## src/rtl/urlpd_pkg.sv

```systemverilog
// Shared types, character constants and hex helpers for the URL percent decoder.
// Used by all modules under rtl/; depends on nothing else.
`default_nettype none

package urlpd_pkg;

    localparam int BYTE_W      = 8;
    localparam int MAX_RESULTS = 3;
    localparam int QUEUE_DEPTH = 4;

    // Character codes
    localparam logic [BYTE_W-1:0] PCT_CHAR = 8'h25;
    localparam logic [BYTE_W-1:0] DIGIT_0  = 8'h30;
    localparam logic [BYTE_W-1:0] DIGIT_9  = 8'h39;
    localparam logic [BYTE_W-1:0] UPPER_A  = 8'h41;
    localparam logic [BYTE_W-1:0] UPPER_F  = 8'h46;
    localparam logic [BYTE_W-1:0] LOWER_A  = 8'h61;
    localparam logic [BYTE_W-1:0] LOWER_F  = 8'h66;

    // Escape scanner state
    typedef enum logic [2:0] {
        PH_IDLE  = 3'b001,
        PH_PCT   = 3'b010,
        PH_DIGIT = 3'b100
    } urlpd_phase_t;

    // One queue entry: all result bytes caused by one input item
    typedef struct packed {
        logic [1:0]                        cnt;      // 1 to 3 bytes
        logic [MAX_RESULTS-1:0][BYTE_W-1:0] bytes;   // slot 0 goes out first
        logic                              msg_end;  // item carried the final flag
    } urlpd_entry_t;

    function automatic logic hex_ok(input logic [BYTE_W-1:0] b);
        return ((b >= DIGIT_0) && (b <= DIGIT_9)) ||
               ((b >= UPPER_A) && (b <= UPPER_F)) ||
               ((b >= LOWER_A) && (b <= LOWER_F));
    endfunction

    function automatic logic [3:0] hex_val(input logic [BYTE_W-1:0] b);
        logic [BYTE_W-1:0] d;
        d = '0;
        if ((b >= DIGIT_0) && (b <= DIGIT_9)) begin
            d = b - DIGIT_0;
        end else if ((b >= UPPER_A) && (b <= UPPER_F)) begin
            d = b - UPPER_A + 8'd10;
        end else if ((b >= LOWER_A) && (b <= LOWER_F)) begin
            d = b - LOWER_A + 8'd10;
        end
        return d[3:0];
    endfunction

endpackage

`default_nettype wire

```

## src/rtl/url_percent_decoder_top.sv

```systemverilog
// Entries are queued, then sent out through the output register. Throughput: one
// input byte per cycle while the queue has room, one output byte per cycle while
// m_tready allows. A two- or three-byte input keeps the back end busy until all
// its bytes are out; the QUEUE_DEPTH-entry queue sets how long input flows meanwhile.
// Reset: synchronous active-low aresetn clears scanner phase, queue and output valid.
`default_nettype none

module url_percent_decoder_top #(
    parameter int QUEUE_DEPTH = urlpd_pkg::QUEUE_DEPTH
) (
    input  wire logic       aclk,
    input  wire logic       aresetn,
    input  wire logic       s_tvalid,
    output logic            s_tready,
    input  wire logic [7:0] s_tdata,   // [7:0] in_byte
    input  wire logic       s_tlast,   // is_final
    output logic            m_tvalid,
    input  wire logic       m_tready,
    output logic [7:0]      m_tdata,   // [7:0] out_byte
    output logic            m_tlast,   // run_end
    output logic            m_tuser    // message_end
);
    import urlpd_pkg::*;

    logic          q_push, q_pop, q_full, q_empty;
    urlpd_entry_t  q_entry, q_head;

    urlpd_front u_front (
        .aclk     (aclk),
        .aresetn  (aresetn),
        .s_tvalid (s_tvalid),
        .s_tready (s_tready),
        .s_tdata  (s_tdata),
        .s_tlast  (s_tlast),
        .q_full   (q_full),
        .q_push   (q_push),
        .q_entry  (q_entry)
    );

    urlpd_queue #(
        .DEPTH (QUEUE_DEPTH)
    ) u_queue (
        .aclk       (aclk),
        .aresetn    (aresetn),
        .push       (q_push),
        .push_entry (q_entry),
        .full       (q_full),
        .pop        (q_pop),
        .empty      (q_empty),
        .head       (q_head)
    );

    urlpd_back u_back (
        .aclk     (aclk),
        .aresetn  (aresetn),
        .q_empty  (q_empty),
        .q_head   (q_head),
        .q_pop    (q_pop),
        .m_tvalid (m_tvalid),
        .m_tready (m_tready),
        .m_tdata  (m_tdata),
        .m_tlast  (m_tlast),
        .m_tuser  (m_tuser)
    );

endmodule

`default_nettype wire

```

## src/rtl/urlpd_front.sv

```systemverilog
// Front end: accepts input bytes, runs the escape scanner and forms queue entries.
// Depends on urlpd_pkg.
`default_nettype none

module urlpd_front (
    input  wire logic                 aclk,
    input  wire logic                 aresetn,
    input  wire logic                 s_tvalid,
    output logic                      s_tready,
    input  wire logic [7:0]           s_tdata,   // [7:0] in_byte
    input  wire logic                 s_tlast,   // is_final
    input  wire logic                 q_full,
    output logic                      q_push,
    output urlpd_pkg::urlpd_entry_t   q_entry
);
    import urlpd_pkg::*;

    urlpd_phase_t              phase_reg, phase_next;
    logic [BYTE_W-1:0]         held_reg, held_next;

    logic                      s_accept;
    logic                      is_hex, is_pct;
    logic                      pre_pct, pre_held, dec_go, fresh_go;
    urlpd_phase_t              scan_phase;
    logic [1:0]                n;
    logic [MAX_RESULTS-1:0][BYTE_W-1:0] slots;

    assign s_tready = !q_full;
    assign s_accept = s_tvalid && s_tready;
    assign is_hex   = hex_ok(s_tdata);
    assign is_pct   = (s_tdata == PCT_CHAR);

    // Classify the byte against the current phase
    always_comb begin
        pre_pct    = 1'b0;
        pre_held   = 1'b0;
        dec_go     = 1'b0;
        fresh_go   = 1'b0;
        scan_phase = PH_IDLE;
        held_next  = held_reg;
        case (phase_reg)
            PH_PCT: begin
                if (is_hex) begin
                    scan_phase = PH_DIGIT;
                    held_next  = s_tdata;
                end else begin
                    pre_pct  = 1'b1;
                    fresh_go = 1'b1;
                end
            end
            PH_DIGIT: begin
                if (is_hex) begin
                    dec_go = 1'b1;
                end else begin
                    pre_pct  = 1'b1;
                    pre_held = 1'b1;
                    fresh_go = 1'b1;
                end
            end
            default: begin
                fresh_go = 1'b1;
            end
        endcase
        if (fresh_go) begin
            scan_phase = is_pct ? PH_PCT : PH_IDLE;
        end
    end

    // Pack result bytes into slots in emission order
    always_comb begin
        n     = 2'd0;
        slots = '0;
        if (pre_pct) begin
            slots[n] = PCT_CHAR;
            n = n + 2'd1;
        end
        if (pre_held) begin
            slots[n] = held_reg;
            n = n + 2'd1;
        end
        if (dec_go) begin
            slots[n] = {hex_val(held_reg), hex_val(s_tdata)};
            n = n + 2'd1;
        end
        if (fresh_go && !is_pct) begin
            slots[n] = s_tdata;
            n = n + 2'd1;
        end
        // End of message flushes a pending escape literally
        if (s_tlast && (scan_phase != PH_IDLE)) begin
            slots[n] = PCT_CHAR;
            n = n + 2'd1;
            if (scan_phase == PH_DIGIT) begin
                slots[n] = held_next;
                n = n + 2'd1;
            end
        end
        phase_next = s_tlast ? PH_IDLE : scan_phase;
    end

    assign q_push          = s_accept && (n != 2'd0);
    assign q_entry.cnt     = n;
    assign q_entry.bytes   = slots;
    assign q_entry.msg_end = s_tlast;

    // Scanner state
    always_ff @(posedge aclk) begin
        if (!aresetn) begin
            phase_reg <= PH_IDLE;
        end else if (s_accept) begin
            phase_reg <= phase_next;
        end
    end

    always_ff @(posedge aclk) begin
        if (s_accept) begin
            held_reg <= held_next;
        end
    end

`ifndef SYNTH
    // A final byte always yields a queue entry marked as message end
    a_final_pushes: assert property (@(posedge aclk) disable iff (!aresetn)
        (s_accept && s_tlast) |-> (q_push && q_entry.msg_end))
        else $error("final item did not push a message-end entry");
`endif

endmodule

`default_nettype wire

```

## src/rtl/urlpd_queue.sv

```systemverilog
// Short register queue of result entries between front and back end.
// Depends on urlpd_pkg.
`default_nettype none

module urlpd_queue #(
    parameter int DEPTH = urlpd_pkg::QUEUE_DEPTH
) (
    input  wire logic                    aclk,
    input  wire logic                    aresetn,
    input  wire logic                    push,
    input  wire urlpd_pkg::urlpd_entry_t push_entry,
    output logic                         full,
    input  wire logic                    pop,
    output logic                         empty,
    output urlpd_pkg::urlpd_entry_t      head
);
    import urlpd_pkg::*;

    localparam int PTR_W = (DEPTH > 1) ? $clog2(DEPTH) : 1;
    localparam int CNT_W = $clog2(DEPTH + 1);

    urlpd_entry_t          mem_reg [DEPTH];
    logic [PTR_W-1:0]      wr_ptr_reg, wr_ptr_next;
    logic [PTR_W-1:0]      rd_ptr_reg, rd_ptr_next;
    logic [CNT_W-1:0]      count_reg, count_next;

    assign full  = (count_reg == CNT_W'(DEPTH));
    assign empty = (count_reg == '0);
    assign head  = mem_reg[rd_ptr_reg];

    // Pointer and fill count update
    always_comb begin
        wr_ptr_next = wr_ptr_reg;
        rd_ptr_next = rd_ptr_reg;
        count_next  = count_reg;
        if (push) begin
            wr_ptr_next = (wr_ptr_reg == PTR_W'(DEPTH - 1)) ? '0 : wr_ptr_reg + 1'b1;
        end
        if (pop) begin
            rd_ptr_next = (rd_ptr_reg == PTR_W'(DEPTH - 1)) ? '0 : rd_ptr_reg + 1'b1;
        end
        if (push && !pop) begin
            count_next = count_reg + 1'b1;
        end else if (pop && !push) begin
            count_next = count_reg - 1'b1;
        end
    end

    always_ff @(posedge aclk) begin
        if (!aresetn) begin
            wr_ptr_reg <= '0;
            rd_ptr_reg <= '0;
            count_reg  <= '0;
        end else begin
            wr_ptr_reg <= wr_ptr_next;
            rd_ptr_reg <= rd_ptr_next;
            count_reg  <= count_next;
        end
    end

    // Entry storage
    always_ff @(posedge aclk) begin
        if (push) begin
            mem_reg[wr_ptr_reg] <= push_entry;
        end
    end

`ifndef SYNTH
    a_no_overflow: assert property (@(posedge aclk) disable iff (!aresetn)
        push |-> (!full || pop))
        else $error("queue push while full");
    a_no_underflow: assert property (@(posedge aclk) disable iff (!aresetn)
        pop |-> !empty)
        else $error("queue pop while empty");
`endif

endmodule

`default_nettype wire

```

## src/rtl/urlpd_back.sv

```systemverilog
// Back end: serializes queued entries into one output item per cycle, while m_tready allows, through an
// output register. Depends on urlpd_pkg.
`default_nettype none

module urlpd_back (
    input  wire logic                    aclk,
    input  wire logic                    aresetn,
    input  wire logic                    q_empty,
    input  wire urlpd_pkg::urlpd_entry_t q_head,
    output logic                         q_pop,
    output logic                         m_tvalid,
    input  wire logic                    m_tready,
    output logic [7:0]                   m_tdata,   // [7:0] out_byte
    output logic                         m_tlast,   // run_end
    output logic                         m_tuser    // message_end
);
    import urlpd_pkg::*;

    logic [1:0]         idx_reg, idx_next;
    logic               out_valid_reg, out_valid_next;
    logic [BYTE_W-1:0]  out_byte_reg;
    logic               out_run_end_reg, out_msg_end_reg;

    logic               load, slot_last;

    assign load      = (!out_valid_reg || m_tready) && !q_empty;
    assign slot_last = (idx_reg == (q_head.cnt - 2'd1));
    assign q_pop     = load && slot_last;

    // Slot index within the head entry
    always_comb begin
        idx_next = idx_reg;
        if (load) begin
            idx_next = slot_last ? 2'd0 : idx_reg + 2'd1;
        end
        out_valid_next = out_valid_reg;
        if (load) begin
            out_valid_next = 1'b1;
        end else if (m_tready) begin
            out_valid_next = 1'b0;
        end
    end

    always_ff @(posedge aclk) begin
        if (!aresetn) begin
            idx_reg       <= 2'd0;
            out_valid_reg <= 1'b0;
        end else begin
            idx_reg       <= idx_next;
            out_valid_reg <= out_valid_next;
        end
    end

    // Output payload register
    always_ff @(posedge aclk) begin
        if (load) begin
            out_byte_reg    <= q_head.bytes[idx_reg];
            out_run_end_reg <= slot_last;
            out_msg_end_reg <= slot_last && q_head.msg_end;
        end
    end

    assign m_tvalid = out_valid_reg;
    assign m_tdata  = out_byte_reg;
    assign m_tlast  = out_run_end_reg;
    assign m_tuser  = out_msg_end_reg;

`ifndef SYNTH
    // Slot index never runs past the head entry's byte count
    a_idx_in_range: assert property (@(posedge aclk) disable iff (!aresetn)
        !q_empty |-> (idx_reg < q_head.cnt))
        else $error("slot index beyond entry count");
`endif

endmodule

`default_nettype wire

```

## config.mk

```make
export PLATFORM = sky130hd
export DESIGN_NAME = url_percent_decoder_top
export DESIGN_NICKNAME = d
export VERILOG_FILES = /design/src/rtl/urlpd_pkg.sv /design/src/rtl/url_percent_decoder_top.sv /design/src/rtl/urlpd_front.sv /design/src/rtl/urlpd_queue.sv /design/src/rtl/urlpd_back.sv
export SDC_FILE = /design/constraint.sdc
export NUM_CORES = 1
export LEC_CHECK = 0
export BUFFER_PORTS_ARGS = -buffer_cell sky130_fd_sc_hd__buf_2
export CAP_MARGIN = 20
export CORE_ASPECT_RATIO = 1.1
export CORE_MARGIN = 4
export CORE_UTILIZATION = 55
export CTS_CLUSTER_DIAMETER = 40
export DETAILED_ROUTE_END_ITERATION = 10
export PLACE_DENSITY = 0.78
export SETUP_SLACK_MARGIN = 0.2
export SYNTH_ARGS = -nofsm -noshare
export SYNTH_HDL_FRONTEND = slang
export SYNTH_SLANG_ARGS = --single-unit
```

## constraint.sdc

```tcl
create_clock -name aclk -period 5.57 [get_ports aclk]
set_input_delay 1.114 -clock aclk [delete_from_list [all_inputs] [get_ports aclk]]
set_output_delay 1.114 -clock aclk [all_outputs]
set_load 0.03 [all_outputs]
```

Yosys cells after proc, flatten, opt, wreduce, memory -nomap -nowiden --
Memories as Yosys holds them, arrays and structs flattened. A register that Yosys moved wholly into a read port is not among the register bits. Cells that the tools add are included.
Storage, ports and cells: bits in registers 31, RAM bits 108, bits of input ports 13, output and inout port bits 12, memories 1
Memories:
- u_queue.mem_reg | words 4, bits a word 27, rd ports 1, clocked after memory_dff 1, write ports 1, line urlpd_queue.sv:22 | urlpd_entry_t mem_reg [DEPTH];
Operators by class: add/subtract/negate cells 21, $lt $le $gt $ge 23, eq/ne operators 9, multiplexer cells 60, bitwise gates (word level) 3, reduce and logical (&&, ||, !) cells 34
Operators with widths (count):
- 2-to-1 mux 24 bit | 5
- bitwise mux 24 bit | 4
- demux 8 bit (select 2 bit) | 5
- 2-to-1 mux 8 bit | 8
- greater-or-equal comparator 8 x 7 -> 1 bit (second input constant) | 4
- less-or-equal comparator 8 x 7 -> 1 bit (second input constant) | 4
- 2-to-1 mux 4 bit | 8
- subtractor 4 x 1 -> 4 bit (second input constant) | 6
- 2-to-1 mux 2 bit | 11
- logical AND 1 bit | 20
- 2-to-1 mux 3 bit | 6
- adder 4 bit (second input constant) | 4
- binary-select mux 8 bit (select 2 bit) | 1
- greater-or-equal comparator 8 x 6 -> 1 bit (second input constant) | 2
- less-or-equal comparator 8 x 6 -> 1 bit (second input constant) | 2
- AND 15 bit | 1
- less-than comparator 2 x 3 -> 1 bit (second input constant) | 5
- NOT 15 bit | 1
- adder 2 x 1 -> 2 bit (second input constant) | 7
- 2-to-1 mux 1 bit | 11
- equality test 3 bit (second input constant) | 3
- bitwise OR 9 bit | 1
- equality test 8 x 6 -> 1 bit (second input constant) | 1
- greater-or-equal comparator 2 x 1 -> 1 bit (second input constant) | 4
- other kinds (16) | 26

Longest topological paths before layout --
Gate-level depths: netlist of run 1.
depth after elaboration 23, mapped depth 23, depth with buffers taken out 20

Modules after synthesis --
From an unflattened synthesis of run 1, not the netlist that was laid out.
Unflattened totals: cells, all modules 513, area total of the unflattened synthesis 7059.3 sq um
By module, submodules not included:
- urlpd_queue | times used 1, cells an instance 185, area an instance 4401.7 sq um, seq. area each 3423.3 sq um
- urlpd_front | times used 1, cells an instance 267, area an instance 1994.4 sq um, seq. area each 300.3 sq um
- urlpd_back | times used 1, cells an instance 61, area an instance 663.1 sq um, seq. area each 360.3 sq um

Worst setup path after synthesis of run 1 --
Ideal clock, no wire load.
path kind in2reg, start input s_tdata[1], end register u_queue.count_reg[2], setup time 76 ps, arrival time 5830 ps, data required time 5494 ps, setup slack -336 ps, stages 23, buffers on the path 4, cells stage by stage inv_1 > ha_1 > or3b_1 > and3_1 > buf_6 > nor3_2 > inv_1 > ha_1 > clkbuf_1 > inv_1 > xnor2_1 > ha_1 > and3_4 > buf_6 > or2_1 > buf_6 > a211oi_4 > ha_1 > inv_1 > fa_1 > xor2_1 > or3_1 > a21boi_0
Between the ends: word-level cells in the longest chain between the ends 22, elaborated cells on any way between the ends 45, classes of those cells 5 x add/sub; 6 x order compare; 3 x eq/ne; 17 x mux; 14 x reduce/logical
RTL lines:
- from (decl) | line url_percent_decoder_top.sv:15 | input wire logic [7:0] s_tdata,
- greater-or-equal comparator 8 x 6 -> 1 bit (tied with other cells) | line urlpd_pkg.sv:35 | return ((b >= DIGIT_0) && (b <= DIGIT_9)) ||
- logical AND 1 bit, on equally long branches | line urlpd_pkg.sv:35, urlpd_pkg.sv:36
- logical OR 1 bit | line urlpd_pkg.sv:35
- logical OR 1 bit | line urlpd_pkg.sv:36 | ((b >= UPPER_A) && (b <= UPPER_F)) ||
- 2-to-1 mux 1 bit | line urlpd_front.sv:43, urlpd_front.sv:52
- 2-to-1 mux 1 bit
- 2-to-1 mux 1 bit | line urlpd_front.sv:73 | if (pre_pct) begin
- adder 1 x 1 -> 2 bit | line urlpd_front.sv:79 | n = n + 2'd1;
- [... 7 more ...]
- 2-to-1 mux 2 bit | line urlpd_front.sv:93 | if (scan_phase == PH_DIGIT) begin
- 2-to-1 mux 2 bit (*) | line urlpd_front.sv:90 | if (s_tlast && (scan_phase != PH_IDLE)) begin
- nonzero test 2 bit (*) | line urlpd_front.sv:101 | assign q_push = s_accept && (n != 2'd0);
- logical AND 1 bit (*) | line urlpd_front.sv:101
- net q_push | line url_percent_decoder_top.sv:25 | logic q_push, q_pop, q_full, q_empty;
- zero test 1 bit | line urlpd_queue.sv:44 | end else if (pop && !push) begin
- logical AND 1 bit | line urlpd_queue.sv:44
- nonzero test 2 bit (no line)
- to (signal assigned) | line urlpd_queue.sv:57 | count_reg <= count_next;
- to (decl) | line urlpd_queue.sv:25 | logic [CNT_W-1:0] count_reg, count_next;
The timed path passes the listed nets; every way through them passes the cells marked *. A chain may end at the register's enable or synchronous reset.

Worst setup path after layout of run 1 --
Ends and elaborated chain as after synthesis.

==> impl_metrics.yaml, run 1 <==
run_status:
  status: "complete, no violations"
hold_path:
  hp-class: "reg -> reg"
  hp-start: "u_back.m_tvalid$_SDFFE_PN0P_"
  hold-path-cell-count: 2
  hold_end: "u_back.m_tvalid$_SDFFE_PN0P_"
logic_synthesis:
  synth_top_family_by_area: "compound AO/OA/AOI/OAI gates"
  yosysMostFrequentCell: "edfxtp_1"
  synth_area_leader_cell: "edfxtp_1"
  synth_area_per_cell_sq_um: 14.22
  synth_compound_area_frac: 0.1169
  yosys-top-cells-count: "edfxtp_1, nand2_1, mux4_2, inv_1, nor2_1"
  synth.area.mux_share: 0.1113
  syn_nets: 521
  ys.flop_type: "edfxtp_1"
  ys_warn_count: 0
  yosysSeqAreaShare: 0.5899
  synth-xor-area-share: 0.01012
  netlist_top_cells_area: "edfxtp_1, mux4_2, dfxtp_1"
  synth.top_cell.area_share: 0.5465
  synthCells: 487
  synth_edf_count: 126
  netlist_area_sq_um: 6923
  async_flop_share: 0
  synthAdderAreaFrac: 0.03904
  synthSimpleGateAreaFrac: 0.09886
  yosysUniqueCellTypes: 79
  synth-seq-cells: 141
clocking:
  tritoncts: "built"
  holdBufCountCts: 0
  clock_path_buffers: 2
  clock_latency_ns: 0.42
  ctsResizeCount: 0
  cts_sinks: 141
  cts_setup_buffers: 0
  cts-buffers-inserted: 17
  root_buffer: "clkbuf_16"
  clk_pin_slew_ns: 0.07
  h-tree-depth: 4
pwr:
  peakVddDrop_mv: 0.2473
  p_seq_frac: 0.409
  combPwrFrac: 0.227
  p_sw_uw: 1004
  p_sw_frac: 0.2888
  leakage_uw: 0.002796
  pwr-share-clk: 0.364
  p_int_uw: 2472
  power_density_nw_per_um2: 432.7
timing:
  setup_tns_ns: 0
  tightest_slew_ns: 0.8052
  rsz0062_at_grt: "no"
  slew_headroom: 0.4620
  fin_crit_sh: 0.9108
  max_freq_ghz: 0.1971
  drv_slew: 0
  skew_ns: 0.01281
  final-hold-violation-count: 0
  period_needed_ns: 5.073
  setup_viol: 0
floorplan:
  initial_core_util: 0.5678
  coreArea_sq_um: 12190
  row_count: 42
  die_area_sq_um: 14450
  die_h_um: 125.7
  die_w_um: 115.0
  top_level_ports: 25
grt:
  track_usage: 0.2426
  antenna_found_initial: 0
  grt_pass1_wl_um: 26280
  overflow: 0
  grt_pass1_vias: 4678
  grt_max_degree: 28
cells_and_area:
  area_growth_syn_to_layout_pct: 16.05
  utilization: 0.6590
  diodes: 0
  largest_reg_flops: 108
  layout.nets: 562
  num-fill-cells: 869
  drive_gt1_frac: 0.2643
run:
  max_cap_viol_count: 0
setup_path:
  regToRegStartpoint: "u_front.phase_reg[2]$_SDFFE_PN0P_"
  cp-end-kind: "register"
  cp.required_ns: 5.91
  cp-startpoint: "s_tdata[1]"
  r2r_slack_ns: 1.58
  path_class: "in -> reg"
  r2r_cells: 16
  crit_path_max_fanout: 8
  worstReg2RegEnd: "u_queue.count_reg[2]$_SDFFE_PN0P_"
  start_kind: "input port"
  arrival_ns: 5.41
placed_design:
  port_buffers: 24
  gp_congestion: 0.9899
  hpwl_um: 11000
detailed_routing:
  drt-total-wl_um: 16550
  dr.pass1.iters: 5
  antenna_left: 0
  drt_iter0_drc: 490
  drc: 0
  vias: 4483
  wl_per_cell_um: 23.82
  avgViaCountPerCell: 6.450
[power by group through the flow]
stage	clock, uW	combinational [uW]	sequential (uW)
3_3_place_gp	0	774	1430
5_1_grt	1320	862	1440
2_1_floorplan	0	520	1490
4_1_cts	1270	804	1420
3_5_place_dp	0	801	1440
6_report	1260	790	1420
[how the worst max path moves through the flow]
stage	to	slack (ns)	cells past startpoint
2_1_floorplan	u_queue.count_reg[2]$_SDFFE_PN0P_	0.09	23
3_3_place_gp	u_queue.count_reg[2]$_SDFFE_PN0P_	0.29	21
3_5_place_dp	u_queue.count_reg[2]$_SDFFE_PN0P_	0.13	21
4_1_cts	u_queue.count_reg[2]$_SDFFE_PN0P_	0.52	21
5_1_grt	u_queue.count_reg[2]$_SDFFE_PN0P_	0.25	21
6_report	u_queue.count_reg[2]$_SDFFE_PN0P_	0.50	21
[metal layers]
metal,part of all wire,global-route usage,wire [um],vias up
met2,0.51,0.4012,8383,235
met5,0,0,0,-
li1,-,-,-,1989
met3,0.076,0.04846,1262,48
met1,0.39,0.3146,6420,2211
met4,0.029,0.09669,486,0
[placed cells by master (no fill, tap or decap), drive strengths merged, types with 5 or more instances in the layout]
master / synthesis / routed
edfxtp: 126 / 126
buf: 9 / 45
nand2: 37 / 37
inv: 26 / 31
mux4: 27 / 27
nor2: 24 / 24
o21ai: 20 / 20
ha: 20 / 20
clkbuf: 14 / 17
dfxtp: 15 / 15
mux2i: 14 / 14
a21oi: 10 / 10
o22ai: 10 / 10
nor3: 9 / 9
nand3: 7 / 7
nor2b: 7 / 7
xnor2: 7 / 7
and2: 6 / 6
nor3b: 5 / 5
a221o: 5 / 5
a22oi: 5 / 5
or3: 5 / 5
bufinv: 0 / 5
o211ai: 5 / 5
and3: 5 / 5
[cells by family after synthesis]
kind of cell	after synthesis
compound gates	102
fa+ha+maj	21
simple gates	123
mux	43
xor+xnor	8
flops	141
buf+inv	49
[stage by stage]
stage / total power, uW / setup WS, ns / area (sq um) / cells / hold WS (ns)
final: 3476 / 0.4968 / 8034 / 695 / 0.4749
after global routing: 3615 / 0.2518 / 8034 / 695 / 0.5021
after CTS: 3501 / 0.5224 / 8034 / 695 / 0.4785
after detailed placement: 2243 / 0.1264 / 7375 / 663 / 0.4719
after global placement: 2204 / 0.2861 / 7375 / 663 / 0.4578
after floorplan: 2008 / 0.09005 / 6999 / 487 / 0.4677
[area by class of cell]
type | instances | area (sq um) | area share
flip-flops and latches | 141 | 4085 | 0.5085
multi-input cells | 297 | 2664 | 0.3316
clock buffers | 17 | 425.4 | 0.05295
repair buffers | 45 | 327.8 | 0.04080
clock inverters | 15 | 234.0 | 0.02912
well taps | 154 | 192.7 | 0.02398
inverters | 26 | 105.1 | 0.01308
[critical path, stage by stage]
cell and delay, ns:
buf_2 0.18, inv_4 0.08, ha_4 0.17, or3b_1 0.40, and3_1 0.26, nor2_1 0.17, nand2_1 0.19, inv_1 0.19
ha_1 0.19, o21a_1 0.15, inv_1 0.05, ha_1 0.29, and3_4 0.19, or2_1 0.27, a211oi_4 0.27, ha_2 0.24
inv_2 0.04, fa_2 0.34, xor2_1 0.15, or3_1 0.31, a21boi_1 0.18
No activity file was read; power rests on OpenSTA's default activity.
==> run 2: changes to the inputs <==
--- a/config.mk
+++ b/config.mk
@@ -12,7 +12,7 @@
 export CORE_UTILIZATION = 55
 export CTS_CLUSTER_DIAMETER = 40
 export DETAILED_ROUTE_END_ITERATION = 10
-export PLACE_DENSITY = 0.78
+export PLACE_DENSITY = 0.75
 export SETUP_SLACK_MARGIN = 0.2
 export SYNTH_ARGS = -nofsm -noshare
 export SYNTH_HDL_FRONTEND = slang
==> constraint.sdc (replaced) <==
create_clock -name aclk -period 6.4 [get_ports aclk]
set_input_delay 1.28 -clock aclk [delete_from_list [all_inputs] [get_ports aclk]]
set_output_delay 1.28 -clock aclk [all_outputs]
set_load 0.03 [all_outputs]
==> impl_metrics.yaml, run 2 (synthesis results as in run 1) <==
grt:
  grt_pass1_wl_um: 25610
  antenna_found_initial: 0
  overflow: 0
  grt_pass1_vias: 4357
  grt_max_degree: 28
  track_usage: 0.2373
timing:
  setup_ws_ns: 0.8202
  final-hold-violation-count: 0
  fin_crit_sh: 0.8718
  skew_ns: 0.01281
  max_freq_ghz: 0.1792
  rsz0062_at_grt: "no"
  period_needed_ns: 5.580
  slew_headroom: 0.4550
  drv_slew: 0
  setup_viol: 0
  tightest_slew_ns: 0.8157
  setup_tns_ns: 0
setup_path:
  slowest_stage: "or3b_1"
  path_cells: "buf_2, inv_1, ha_1, or3b_1, and3_1, nor2_1, nand2_1, inv_1, ha_1, o21a_1, inv_1, ha_1, and3_4, or2_1, a211oi_4, ha_1, inv_1, fa_1, xor2_1, or3_1, a21boi_0"
  arrival_ns: 5.92
  critPathTopFamily: "simple AND/OR/NAND/NOR gates"
  cp.required_ns: 6.74
  crit_path_max_fanout: 9
  path_buf_inv: 5
  start_kind: "input port"
  critPathMaxStageDelay_ns: 0.39
  cp-end-kind: "register"
  path_class: "in -> reg"
hold_path:
  hp-class: "reg -> reg"
cells_and_area:
  layout.nets: 556
  area.sequential_sq_um: 4085
  largest_reg_flops: 108
  diodes: 0
  drive_gt1_frac: 0.2318
  final_cell_mix: "edfxtp_1, nand2_1, mux4_2"
  layout_commonest_cell: "edfxtp_1"
  multi_input_comb_area_sq_um: 2605
  area_growth_syn_to_layout_pct: 13.01
  num-fill-cells: 899
detailed_routing:
  wl_per_cell_um: 24.03
  antenna_left: 0
  drt_iter0_drc: 556
  avgViaCountPerCell: 6.505
  drt-total-wl_um: 16560
  highest_layer: "met4"
  wl_met3_um: 1050
  vias: 4482
  dr.pass1.iters: 6
  drt-met1-wl_um: 6956
  wl_met2_um: 7994
  drc: 0
clocking:
  clock_path_buffers: 2
  root_buffer: "clkbuf_16"
  clock_latency_ns: 0.42
  cts-buffers-inserted: 17
  h-tree-depth: 4
  ctsResizeCount: 0
  clk_pin_slew_ns: 0.06
  tritoncts: "built"
  cts_sinks: 141
  holdBufCountCts: 0
  cts_setup_buffers: 0
floorplan:
  die_w_um: 115.0
  row_count: 42
  top_level_ports: 25
  initial_core_util: 0.5678
  coreArea_sq_um: 12190
  die_area_sq_um: 14450
  die_h_um: 125.7
placed_design:
  port_buffers: 24
  hpwl_um: 11130
  gp_congestion: 0.9258
  post-place-ws_ns: 0.4116
pwr:
  power_density_nw_per_um2: 373.4
  leakage_uw: 0.002722
  p_total_uw: 2921
  peakVddDrop_mv: 0.2734
run:
  max_cap_viol_count: 0
run_status:
  status: "complete, no violations"
[run 2: final timing paths]
check	to	slack, ns	from	cells past startpoint
worst min-delay path	u_back.m_tvalid$_SDFFE_PN0P_	0.50	u_back.m_tvalid$_SDFFE_PN0P_	2
worst max register to register	u_queue.count_reg[2]$_SDFFE_PN0P_	2.10	u_front.phase_reg[2]$_SDFFE_PN0P_	16
worst min register to register	u_back.m_tvalid$_SDFFE_PN0P_	0.50	u_back.m_tvalid$_SDFFE_PN0P_	2
worst max-delay path	u_queue.count_reg[2]$_SDFFE_PN0P_	0.82	s_tdata[0]	21
[run 2: cell type report]
cell class              count  area share
well taps                 154     0.02463
clock inverters            15     0.02367
inverters                  26     0.01247
repair buffers             39     0.02975
clock buffers              17     0.05437
flip-flops and latches    141      0.5221
multi-input cells         297      0.3330
[run 2: metal layers]
metal | GRT usage | up-vias
li1 | - | 1977
met1 | 0.3399 | 2223
met2 | 0.3655 | 234
met3 | 0.03839 | 48
met4 | 0.09323 | 0
met5 | 0 | -
[run 2: stage by stage]
step / hold slack [ns] / area, sq um / cells / utilization
3_5_place_dp: 0.4957 / 7213 / 657 / 0.5916
5_1_grt: 0.5368 / 7824 / 689 / 0.6417
3_3_place_gp: 0.4591 / 7213 / 657 / 0.5916
6_report: 0.4959 / 7824 / 689 / 0.6417
4_1_cts: 0.5040 / 7824 / 689 / 0.6417
2_1_floorplan: 0.4677 / 6923 / 487 / -
[run 2: power breakdown]
part,switching [uW],internal (uW)
Clock,395,619
Sequential,73.9,1160
Combinational,394,276
Total,863,2060
[run 2: worst min-delay path: stages (launching register included)]
cell,delay [ns]
dfxtp_1,0.32
nand2_1,0.05
a21boi_0,0.07
==> run 3: changes to the inputs <==
--- a/config.mk
+++ b/config.mk
@@ -12,6 +12,7 @@
 export CORE_UTILIZATION = 55
 export CTS_CLUSTER_DIAMETER = 40
 export DETAILED_ROUTE_END_ITERATION = 10
+export MAX_ROUTING_LAYER = met4
 export PLACE_DENSITY = 0.75
 export SETUP_SLACK_MARGIN = 0.2
 export SYNTH_ARGS = -nofsm -noshare
==> impl_metrics.yaml, run 3 (synthesis results as in run 1) <==
grt:
  grt_pass1_vias: 4280
  antenna_found_initial: 0
  grt_pass1_wl_um: 24450
  overflow: 0
  grt_max_degree: 28
  track_usage: 0.2344
detailed_routing:
  drt_iter0_drc: 361
  antenna_left: 0
  drc: 0
  dr.pass1.iters: 5
  drt-total-wl_um: 15890
  wl_met2_um: 7579
  highest_layer: "met4"
  wl_met3_um: 986
  drt-met1-wl_um: 6982
  vias: 4341
  avgViaCountPerCell: 6.300
  wl_per_cell_um: 23.06
clocking:
  ctsResizeCount: 0
  clock_path_buffers: 2
  clk_pin_slew_ns: 0.06
  clock_latency_ns: 0.41
  h-tree-depth: 4
  cts_sinks: 141
  cts-buffers-inserted: 17
  tritoncts: "built"
  holdBufCountCts: 0
  root_buffer: "clkbuf_16"
  cts_setup_buffers: 0
cells_and_area:
  drive_gt1_frac: 0.2262
  multi_input_comb_area_sq_um: 2605
  num-fill-cells: 891
  layout.nets: 557
  diodes: 0
  area.sequential_sq_um: 4085
  area_growth_syn_to_layout_pct: 12.87
  final_cell_mix: "edfxtp_1, nand2_1, mux4_2"
  layout_commonest_cell: "edfxtp_1"
  stdcell_area_sq_um: 7814
  largest_reg_flops: 108
floorplan:
  row_count: 42
  die_w_um: 115.0
  top_level_ports: 25
  die_area_sq_um: 14450
  coreArea_sq_um: 12190
  initial_core_util: 0.5678
  die_h_um: 125.7
placed_design:
  port_buffers: 24
  hpwl_um: 10810
  gp_congestion: 0.9790
  post-place-ws_ns: 0.4343
  place_area_sq_um: 7213
timing:
  fin_hold_ws_ns: 0.4983
  drv_slew: 0
  slew_headroom: 0.4023
  setup_ws_ns: 0.8249
  max_freq_ghz: 0.1794
  final-hold-violation-count: 0
  setup_tns_ns: 0
  tightest_slew_ns: 0.8946
  rsz0062_at_grt: "no"
  period_needed_ns: 5.575
  fin_crit_sh: 0.8711
  setup_viol: 0
  skew_ns: 0.009810
setup_path:
  path_class: "in -> reg"
  critPathMaxStageDelay_ns: 0.39
  cpMostUsedCell: "ha_1"
  cp.required_ns: 6.74
  cp-end-kind: "register"
  crit_path_max_fanout: 8
  critPathTopFamily: "simple AND/OR/NAND/NOR gates"
  arrival_ns: 5.92
  start_kind: "input port"
  path_cells: "buf_2, inv_1, ha_1, or3b_1, and3_1, nor2_1, nand2_1, ha_1, inv_1, xnor2_1, ha_1, and3_4, or2_1, a211oi_4, ha_1, inv_1, fa_1, xor2_1, or3_1, a21boi_0"
  slowest_stage: "or3b_1"
  path_buf_inv: 4
pwr:
  power_density_nw_per_um2: 369.0
  leakage_uw: 0.002716
  peakVddDrop_mv: 0.2627
run_status:
  status: "complete, no violations"
hold_path:
  hp-class: "reg -> reg"
run:
  max_cap_viol_count: 0
-- run 3: cell count changes in the layout (fill, tap and decap cells not counted), sizes merged --
cell | previous run | this run
inv | 31 | 27
clkbuf | 17 | 20
buf | 39 | 40
-- run 3: worst paths after layout --
check                                                  startpoint                                 to  slack [ns]  cells past startpoint
worst max-delay path                                   s_tdata[1]  u_queue.count_reg[2]$_SDFFE_PN0P_        0.82                     20
worst min-delay path                 u_back.m_tvalid$_SDFFE_PN0P_       u_back.m_tvalid$_SDFFE_PN0P_        0.50                      2
worst max register to register  u_front.phase_reg[2]$_SDFFE_PN0P_  u_queue.count_reg[2]$_SDFFE_PN0P_        2.11                     15
worst min register to register       u_back.m_tvalid$_SDFFE_PN0P_       u_back.m_tvalid$_SDFFE_PN0P_        0.50                      2
-- run 3: where the power goes --
group	switching, uW	internal, uW	leakage, uW
Combinational	399	288	0.00115
Clock	361	609	0.000274
Sequential	63.2	1160	0.00130
-- run 3: layout make-up --
class                      instances  share of cell area
clock inverter                    11             0.01841
clock buffer                      20             0.05588
sequential                       141              0.5228
multi-input combinational        297              0.3334
tap                              154             0.02466
timing repair buffer              40             0.03235
inverter                          26             0.01249
-- run 3: through the flow --
| step | utilization | instances | power, uW |
|---|---|---|---|
| final | 0.6409 | 689 | 2883 |
| after floorplan | - | 487 | 1742 |
| after global routing | 0.6409 | 689 | 3012 |
| after global placement | 0.5916 | 657 | 1904 |
| after detailed placement | 0.5916 | 657 | 1928 |
| after CTS | 0.6393 | 688 | 2891 |
-- run 3: routing by layer --
| metal | GRT usage | up-vias |
|---|---|---|
| met3 | 0.05950 | 29 |
| met5 | - | - |
| met4 | 0.07459 | 0 |
| li1 | - | 1975 |
| met1 | 0.3254 | 2166 |
| met2 | 0.3423 | 171 |
-- run 3: worst reg2reg max path, stage by stage (launching register included) --
cell and delay [ns]:
dfxtp_1 0.39, or3b_1 0.46, a21oi_1 0.66, nand2_1 0.16
o21a_1 0.16, inv_1 0.06, ha_1 0.21, and3_4 0.18
or2_1 0.26, a211oi_4 0.35, ha_1 0.24, inv_1 0.06
fa_1 0.37, xor2_1 0.17, or3_1 0.30, a21boi_0 0.16
